**src/rtl/core/blis_pkg.sv**
```systemverilog
// Package for the battery level interpolator: widths, the pipeline word types,
// reset curve and field helpers. It depends on nothing else.
`default_nettype none

package blis_pkg;

  localparam int REG_COUNT = 8;
  localparam int CFG_IDX_W = 3;
  localparam int BP_W      = 24;
  localparam int VOLT_W    = 16;
  localparam int LEVEL_W   = 8;
  localparam int PROD_W    = VOLT_W + LEVEL_W;
  localparam int QUO_W     = LEVEL_W;
  localparam int QIDX_W    = 3;

  typedef logic [BP_W-1:0] bp_t;

  // Reset curve, highest voltage first.
  localparam bp_t BP_RESET [REG_COUNT] = '{
    24'd768200, 24'd742560, 24'd716920, 24'd691280,
    24'd665660, 24'd640040, 24'd614420, 24'd512000
  };

  // Word handed along the breakpoint scan cells.
  typedef struct packed {
    logic [VOLT_W-1:0]  v;
    logic               found;
    logic [VOLT_W-1:0]  dv;
    logic [VOLT_W-1:0]  den;
    logic               neg;
    logic [LEVEL_W-1:0] dl_mag;
    logic [LEVEL_W-1:0] base;
  } scan_t;

  // Word handed along the divider cells.
  typedef struct packed {
    logic [PROD_W-1:0]  rem;
    logic [VOLT_W-1:0]  den;
    logic [QUO_W-1:0]   quo;
    logic               neg;
    logic [LEVEL_W-1:0] base;
  } div_t;

  function automatic logic [VOLT_W-1:0] bp_volt(input bp_t bp);
    return bp[BP_W-1:LEVEL_W];
  endfunction

  function automatic logic [LEVEL_W-1:0] bp_level(input bp_t bp);
    return bp[LEVEL_W-1:0];
  endfunction

endpackage

`default_nettype wire

```
**src/rtl/core/blis_interfaces.sv**
```systemverilog
// Channel interfaces of the battery level interpolator: sample, result and
// configuration write. Depends on blis_pkg.
`default_nettype none

interface blis_sample_if;
  import blis_pkg::*;
  logic              valid;
  logic              ready;
  logic [VOLT_W-1:0] voltage_mv;
  modport source (output valid, output voltage_mv, input ready);
  modport sink (input valid, input voltage_mv, output ready);
endinterface

interface blis_result_if;
  import blis_pkg::*;
  logic               valid;
  logic               ready;
  logic [LEVEL_W-1:0] level;
  modport source (output valid, output level, input ready);
  modport sink (input valid, input level, output ready);
endinterface

interface blis_cfg_if;
  import blis_pkg::*;
  logic                 valid;
  logic                 ready;
  logic [CFG_IDX_W-1:0] index;
  logic [BP_W-1:0]      data;
  modport source (output valid, output index, output data, input ready);
  modport sink (input valid, input index, input data, output ready);
endinterface

`default_nettype wire

```
**src/rtl/core/battery_level_interpolator_top.sv**
```systemverilog
// Top level of the battery level interpolator: curve registers, scan chain,
// multiplier, divider chain and output register. Uses blis_pkg and the cells.
//
//   Channel   Dir   Payload                 Handshake
//   sample    in    voltage_mv[15:0]        valid/ready
//   result    out   level[7:0]              valid/ready
//   cfg       in    index[2:0], data[23:0]  valid/ready, ready always high
//
// One word enters and one leaves per cycle while the result side is not stalled. The
// path is one scan cell per breakpoint, one multiply stage, eight divider cells (one
// quotient bit each) and the output register.
// Reset (synchronous, rst high) empties the pipeline and reloads the curve.
// Every stage holds its word under backpressure and bubbles close up, so a
// stalled result still lets samples enter while any stage is empty.
`default_nettype none

module battery_level_interpolator_top #(
  parameter int NUM_POINTS = 8
) (
  input  wire logic     clk,
  input  wire logic     rst,
  blis_sample_if.sink   sample,
  blis_result_if.source result,
  blis_cfg_if.sink      cfg
);
  import blis_pkg::*;

  // Curve registers.
  bp_t bp [REG_COUNT];

  assign cfg.ready = 1'b1;

  always_ff @(posedge clk) begin
    if (rst) begin
      bp <= BP_RESET;
    end else if (cfg.valid) begin
      bp[cfg.index] <= cfg.data;
    end
  end

  // Scan chain, one cell per breakpoint.
  logic  sc_valid [NUM_POINTS+1];
  logic  sc_ready [NUM_POINTS+1];
  scan_t sc_data  [NUM_POINTS+1];

  always_comb begin
    sc_data[0]   = '0;
    sc_data[0].v = sample.voltage_mv;
  end
  assign sc_valid[0]  = sample.valid;
  assign sample.ready = sc_ready[0];

  for (genvar k = 0; k < NUM_POINTS; k++) begin : g_scan
    if (k == 0) begin : g_head
      blis_scan_cell u_cell (
        .clk      (clk),
        .rst      (rst),
        .first    (1'b1),
        .bp_cur   (bp[k]),
        .bp_prev  (bp[k]),
        .up_valid (sc_valid[k]),
        .up_ready (sc_ready[k]),
        .up_data  (sc_data[k]),
        .dn_valid (sc_valid[k+1]),
        .dn_ready (sc_ready[k+1]),
        .dn_data  (sc_data[k+1])
      );
    end else begin : g_body
      blis_scan_cell u_cell (
        .clk      (clk),
        .rst      (rst),
        .first    (1'b0),
        .bp_cur   (bp[k]),
        .bp_prev  (bp[k-1]),
        .up_valid (sc_valid[k]),
        .up_ready (sc_ready[k]),
        .up_data  (sc_data[k]),
        .dn_valid (sc_valid[k+1]),
        .dn_ready (sc_ready[k+1]),
        .dn_data  (sc_data[k+1])
      );
    end
  end

  // Multiply stage: slope numerator, or the last level when nothing hit.
  logic  mul_valid;
  div_t  mul_data;
  div_t  mul_next;
  scan_t sc_last;

  assign sc_last = sc_data[NUM_POINTS];

  always_comb begin
    mul_next = '0;
    if (sc_last.found) begin
      mul_next.rem  = PROD_W'(sc_last.dv) * PROD_W'(sc_last.dl_mag);
      mul_next.den  = sc_last.den;
      mul_next.neg  = sc_last.neg;
      mul_next.base = sc_last.base;
    end else begin
      mul_next.den  = VOLT_W'(1);
      mul_next.base = bp_level(bp[NUM_POINTS-1]);
    end
  end

  logic dv_valid [QUO_W+1];
  logic dv_ready [QUO_W+1];
  div_t dv_data  [QUO_W+1];

  assign sc_ready[NUM_POINTS] = !mul_valid || dv_ready[0];

  always_ff @(posedge clk) begin
    if (rst) begin
      mul_valid <= 1'b0;
    end else if (sc_ready[NUM_POINTS]) begin
      mul_valid <= sc_valid[NUM_POINTS];
    end
  end

  always_ff @(posedge clk) begin
    if (sc_ready[NUM_POINTS]) begin
      mul_data <= mul_next;
    end
  end

  assign dv_valid[0] = mul_valid;
  assign dv_data[0]  = mul_data;

  // Divider chain, most significant quotient bit first.
  for (genvar j = 0; j < QUO_W; j++) begin : g_div
    blis_div_cell u_cell (
      .clk      (clk),
      .rst      (rst),
      .bit_idx  (QIDX_W'(QUO_W - 1 - j)),
      .up_valid (dv_valid[j]),
      .up_ready (dv_ready[j]),
      .up_data  (dv_data[j]),
      .dn_valid (dv_valid[j+1]),
      .dn_ready (dv_ready[j+1]),
      .dn_data  (dv_data[j+1])
    );
  end

  // Output register: apply the slope sign and add the segment base level.
  logic               out_valid;
  logic [LEVEL_W-1:0] out_level;
  logic [LEVEL_W-1:0] level_next;
  div_t               dv_last;

  assign dv_last = dv_data[QUO_W];

  always_comb begin
    if (dv_last.neg) begin
      level_next = dv_last.base - dv_last.quo;
    end else begin
      level_next = dv_last.base + dv_last.quo;
    end
  end

  assign dv_ready[QUO_W] = !out_valid || result.ready;

  always_ff @(posedge clk) begin
    if (rst) begin
      out_valid <= 1'b0;
    end else if (dv_ready[QUO_W]) begin
      out_valid <= dv_valid[QUO_W];
    end
  end

  always_ff @(posedge clk) begin
    if (dv_ready[QUO_W]) begin
      out_level <= level_next;
    end
  end

  assign result.valid = out_valid;
  assign result.level = out_level;

endmodule

`default_nettype wire

```
**src/rtl/core/blis_scan_cell.sv**
```systemverilog
// One breakpoint cell of the scan chain: checks the sample against its own
// breakpoint and captures the interpolation terms on the first hit. Uses blis_pkg.
`default_nettype none

module blis_scan_cell (
  input  wire logic           clk,
  input  wire logic           rst,
  input  wire logic           first,
  input  wire blis_pkg::bp_t  bp_cur,
  input  wire blis_pkg::bp_t  bp_prev,
  input  wire logic           up_valid,
  output logic                up_ready,
  input  wire blis_pkg::scan_t up_data,
  output logic                dn_valid,
  input  wire logic           dn_ready,
  output blis_pkg::scan_t     dn_data
);
  import blis_pkg::*;

  logic               valid;
  scan_t              data;
  scan_t              data_next;
  logic               hit;
  logic [VOLT_W-1:0]  volt_cur;
  logic [VOLT_W-1:0]  volt_prev;
  logic [LEVEL_W-1:0] lev_cur;
  logic [LEVEL_W-1:0] lev_prev;

  assign volt_cur  = bp_volt(bp_cur);
  assign volt_prev = bp_volt(bp_prev);
  assign lev_cur   = bp_level(bp_cur);
  assign lev_prev  = bp_level(bp_prev);

  // The first breakpoint strictly below the sample selects the segment.
  assign hit = !up_data.found && (up_data.v > volt_cur);

  always_comb begin
    data_next = up_data;
    if (hit) begin
      data_next.found = 1'b1;
      data_next.base  = lev_cur;
      if (first) begin
        // Above the top of the curve: the first level, no slope term.
        data_next.dv     = '0;
        data_next.den    = VOLT_W'(1);
        data_next.neg    = 1'b0;
        data_next.dl_mag = '0;
      end else begin
        // The previous cell did not hit, so volt_prev >= v > volt_cur.
        data_next.dv  = up_data.v - volt_cur;
        data_next.den = volt_prev - volt_cur;
        data_next.neg = (lev_prev < lev_cur);
        if (lev_prev < lev_cur) begin
          data_next.dl_mag = lev_cur - lev_prev;
        end else begin
          data_next.dl_mag = lev_prev - lev_cur;
        end
      end
    end
  end

  // A bubble in this cell may always be filled.
  assign up_ready = !valid || dn_ready;

  always_ff @(posedge clk) begin
    if (rst) begin
      valid <= 1'b0;
    end else if (up_ready) begin
      valid <= up_valid;
    end
  end

  always_ff @(posedge clk) begin
    if (up_ready) begin
      data <= data_next;
    end
  end

  assign dn_valid = valid;
  assign dn_data  = data;

endmodule

`default_nettype wire

```
**src/rtl/core/blis_div_cell.sv**
```systemverilog
// One restoring division cell: settles a single quotient bit and passes the
// partial remainder on. Uses blis_pkg.
`default_nettype none

module blis_div_cell (
  input  wire logic                        clk,
  input  wire logic                        rst,
  input  wire logic [blis_pkg::QIDX_W-1:0] bit_idx,
  input  wire logic                        up_valid,
  output logic                             up_ready,
  input  wire blis_pkg::div_t              up_data,
  output logic                             dn_valid,
  input  wire logic                        dn_ready,
  output blis_pkg::div_t                   dn_data
);
  import blis_pkg::*;

  logic              valid;
  div_t              data;
  div_t              data_next;
  logic [PROD_W-1:0] trial;

  // Divisor aligned to this cell's quotient bit.
  assign trial = PROD_W'(up_data.den) << bit_idx;

  always_comb begin
    data_next = up_data;
    if (up_data.rem >= trial) begin
      data_next.rem          = up_data.rem - trial;
      data_next.quo[bit_idx] = 1'b1;
    end
  end

  assign up_ready = !valid || dn_ready;

  always_ff @(posedge clk) begin
    if (rst) begin
      valid <= 1'b0;
    end else if (up_ready) begin
      valid <= up_valid;
    end
  end

  always_ff @(posedge clk) begin
    if (up_ready) begin
      data <= data_next;
    end
  end

  assign dn_valid = valid;
  assign dn_data  = data;

endmodule

`default_nettype wire

```
**src/flat_wrapper.sv**
```systemverilog
// flat-port wrapper written by rule: the top's interface ports become plain ports
module battery_level_interpolator_top_flat import blis_pkg::*;
#(
  parameter int NUM_POINTS = 8
)
  (clk, rst, sample_valid, sample_voltage_mv, sample_ready, result_valid, result_level, result_ready, cfg_valid, cfg_index, cfg_data, cfg_ready);
  blis_sample_if sample_i ();
  blis_result_if result_i ();
  blis_cfg_if cfg_i ();
  input  wire logic clk;
  input  wire logic rst;
  input wire logic [$bits(sample_i.valid)-1:0] sample_valid;
  input wire logic [$bits(sample_i.voltage_mv)-1:0] sample_voltage_mv;
  output wire logic [$bits(sample_i.ready)-1:0] sample_ready;
  output wire logic [$bits(result_i.valid)-1:0] result_valid;
  output wire logic [$bits(result_i.level)-1:0] result_level;
  input wire logic [$bits(result_i.ready)-1:0] result_ready;
  input wire logic [$bits(cfg_i.valid)-1:0] cfg_valid;
  input wire logic [$bits(cfg_i.index)-1:0] cfg_index;
  input wire logic [$bits(cfg_i.data)-1:0] cfg_data;
  output wire logic [$bits(cfg_i.ready)-1:0] cfg_ready;
  assign sample_i.valid = sample_valid;
  assign sample_i.voltage_mv = sample_voltage_mv;
  assign sample_ready = sample_i.ready;
  assign result_valid = result_i.valid;
  assign result_level = result_i.level;
  assign result_i.ready = result_ready;
  assign cfg_i.valid = cfg_valid;
  assign cfg_i.index = cfg_index;
  assign cfg_i.data = cfg_data;
  assign cfg_ready = cfg_i.ready;
  battery_level_interpolator_top #(.NUM_POINTS(NUM_POINTS)) u_core (.clk(clk), .rst(rst), .sample(sample_i), .result(result_i), .cfg(cfg_i));
endmodule
```
**config.mk**
```make
export PLATFORM = sky130hd
export DESIGN_NAME = battery_level_interpolator_top_flat
export DESIGN_NICKNAME = d
export VERILOG_FILES = /design/src/rtl/core/blis_pkg.sv /design/src/rtl/core/blis_interfaces.sv /design/src/rtl/core/battery_level_interpolator_top.sv /design/src/rtl/core/blis_scan_cell.sv /design/src/rtl/core/blis_div_cell.sv /design/src/flat_wrapper.sv
export SDC_FILE = /design/constraint.sdc
export NUM_CORES = 2
export LEC_CHECK = 0
export BUFFER_PORTS_ARGS = -buffer_cell sky130_fd_sc_hd__buf_2
export CORE_AREA = 5 5 452 454
export DETAILED_ROUTE_END_ITERATION = 6
export DIE_AREA = 0 0 457 459
export PLACE_DENSITY = 0.68
export SYNTH_ARGS = -nofsm -noshare
export SYNTH_HDL_FRONTEND = slang
export SYNTH_HIERARCHICAL = 1
export SYNTH_SLANG_ARGS = --single-unit
```
**constraint.sdc**
```tcl
create_clock -name clk -period 72.4 [get_ports clk]
set_input_delay 21.72 -clock clk [delete_from_list [all_inputs] [get_ports clk]]
set_output_delay 21.72 -clock clk [all_outputs]
set_load 0.03 [all_outputs]
```
==> results.json <==
{
  "cp-startpoint": "result_ready",
  "min_from": "u_core/g_div[4].u_cell/dn_data[2]$_DFFE_PP_",
  "dpl.hpwl_um": 173000,
  "core_um2": 199000,
  "rsz0062_at_grt": "no",
  "routedWlPerCell_um": 20.6,
  "powerDensity_nw_per_um2": 37.3,
  "timing.rr.end": "u_core/g_scan[0].g_head.u_cell/dn_data[45]$_DFFE_PP_",
  "path_buf_inv": 13,
  "numCtsBuffers": 132,
  "fin_crit_ns": 55.43,
  "ant_nets": 0,
  "crit_path_max_incr_delay_ns": 0.71,
  "n_antenna_cell": 0,
  "hold_end": "u_core/g_div[5].u_cell/dn_data[2]$_DFFE_PP_",
  "nets": 8841,
  "timing.final.max_slew_violations": 0,
  "start_kind": "primary input",
  "power_leakage_nw": 36.2,
  "wirelength_um": 223000,
  "final_cell_mix": "nand2_1 (1,095), edfxtp_1 (985), a21oi_1 (725)",
  "grt_max_degree": 85,
  "peakVddDrop_uv": 27.1,
  "grt_use_total_pct": 20.6,
  "dieArea_um2": 210000,
  "path_clk_slew_ns": 0.06,
  "layout_commonest_cell": "nand2_1",
  "skew_ns": 0.0631,
  "critPathArrivalTime_ns": 33.71,
  "min_delay_path_depth": 0,
  "cpMaxStageDelayCell": "nand2b_4",
  "fmax_ghz": 0.0180,
  "crit-reg2reg-launch": "u_core/result.valid$_SDFFE_PP0P_",
  "cts_setup_buffers": 0,
  "chipHeight_um": 459,
  "root_buffer": "clkbuf_16",
  "drc": 2,
  "gp_congestion": 0.990,
  "grt_pass1_vias": 60700,
  "crit_required_ns": 50.68,
  "drt-initial-drc-count": 5275,
  "crit_top_cell": "nand2b_2",
  "worstMarginPinSlew_ns": 1.26,
  "grt_first_pass_wirelength_um": 347000,
  "synth_warnings": 6,
  "max_slew_margin_pct": 15.7,
  "dr.pass1.iters": 7,
  "clkLatencyLatePin_ns": 0.80,
  "syn_area_um2": 82900,
  "cts_resized": 0,
  "cts_hold_buf": 0,
  "htreeDepth": 4,
  "regToRegSetupSlack_ns": 60.18,
  "critical_path.max_fanout": 68,
  "core.rowCount": 164,
  "die_w_um": 457,
  "cts_tree": "done",
  "clkSinkCount": 1195,
  "tns_ns": 0,
  "avgViaCountPerCell": 5.71,
  "setup_violations": 0,
  "cts_buffer_depth": 3,
  "status": "finished, violations left",
  "portBuffers": 57,
  "crit_family": "buffers and inverters",
  "maxCapViolations": 0,
  "syn2layout_area_growth_pct": 7.86,
  "via_count": 61900,
  "hp-class": "reg2reg",
  "synthCells": 8146,
  "violations": "DRC",
  "end_kind": "primary output",
  "pin_count": 59,
  "grt_overflow": 0,
  "crit_type": "in2out",
  "antenna_found_initial": 0,
  "start_util_pct": 41.6,
  "holdWs_ns": 0.380,
  "fin_crit_sh_pct": 76.6,
  "synth_area_per_cell_um2": 10.2,
  "drive_gt1_share_pct": 8.89,
  "r2r_cells": 29,
  "hold_violations": 0
}
[registers in the layout (all words and copies together) (netlist names)]
name / cells
u_core/g_div.u_cell/dn_valid: 8
u_core/g_scan.g_body.u_cell/dn_valid: 7
u_core/mul_valid: 1
u_core/g_scan.g_body.u_cell/dn_data: 446
u_core/g_div.u_cell/dn_data: 416
u_core/result.valid: 1
u_core/bp: 192
u_core/result.level: 8
u_core/dv_data: 49
u_core/g_scan.g_head.u_cell/dn_data: 66
u_core/g_scan.g_head.u_cell/dn_valid: 1
[worst max path at each step]
stage,slack (ns),to,depth (start not counted)
2_1_floorplan,1.39,sample_ready,18
6_report,16.97,sample_ready,31
4_1_cts,16.78,sample_ready,31
5_1_grt,16.04,sample_ready,31
3_5_place_dp,16.83,sample_ready,31
3_3_place_gp,16.95,sample_ready,31
[power breakdown]
group / switching [mW] / internal (mW)
registers: 0.137 / 0.984
clock network: 0.293 / 0.392
logic: 0.907 / 0.622
total: 1.34 / 2.00
[final cells by class]
| type | instances | area (um^2) |
|---|---|---|
| fill | 18400 | 110000 |
| timing repair buffer | 98 | 599 |
| sequential | 1195 | 33800 |
| tap | 2656 | 3320 |
| clock inverter | 79 | 918 |
| multi-input combinational | 6073 | 45100 |
| clock buffer | 167 | 3560 |
| inverter | 557 | 2090 |
[metal layers]
layer	up-vias	track usage [%]	part of all wire [%]
met1	29800	25.6	41
met2	2058	36.6	50
met4	0	8.29	4.2
li1	29600	-	-
met5	-	0	0
met3	430	2.38	5.0
[through the flow]
step | utilization (%) | power, mW | worst slack [ns] | instance area [um^2] | cells
floorplan | - | 2.24 | 1.39 | 83200 | 8239
global placement | 42.6 | 2.62 | 16.95 | 84900 | 10600
detailed placement | 42.6 | 2.63 | 16.83 | 84900 | 10600
CTS | 44.9 | 3.33 | 16.78 | 89400 | 10800
global route | 44.9 | 3.53 | 16.04 | 89400 | 10800
finish | 44.9 | 3.33 | 16.97 | 89400 | 10800
Note: power is estimated with default switching activity, not from simulation.
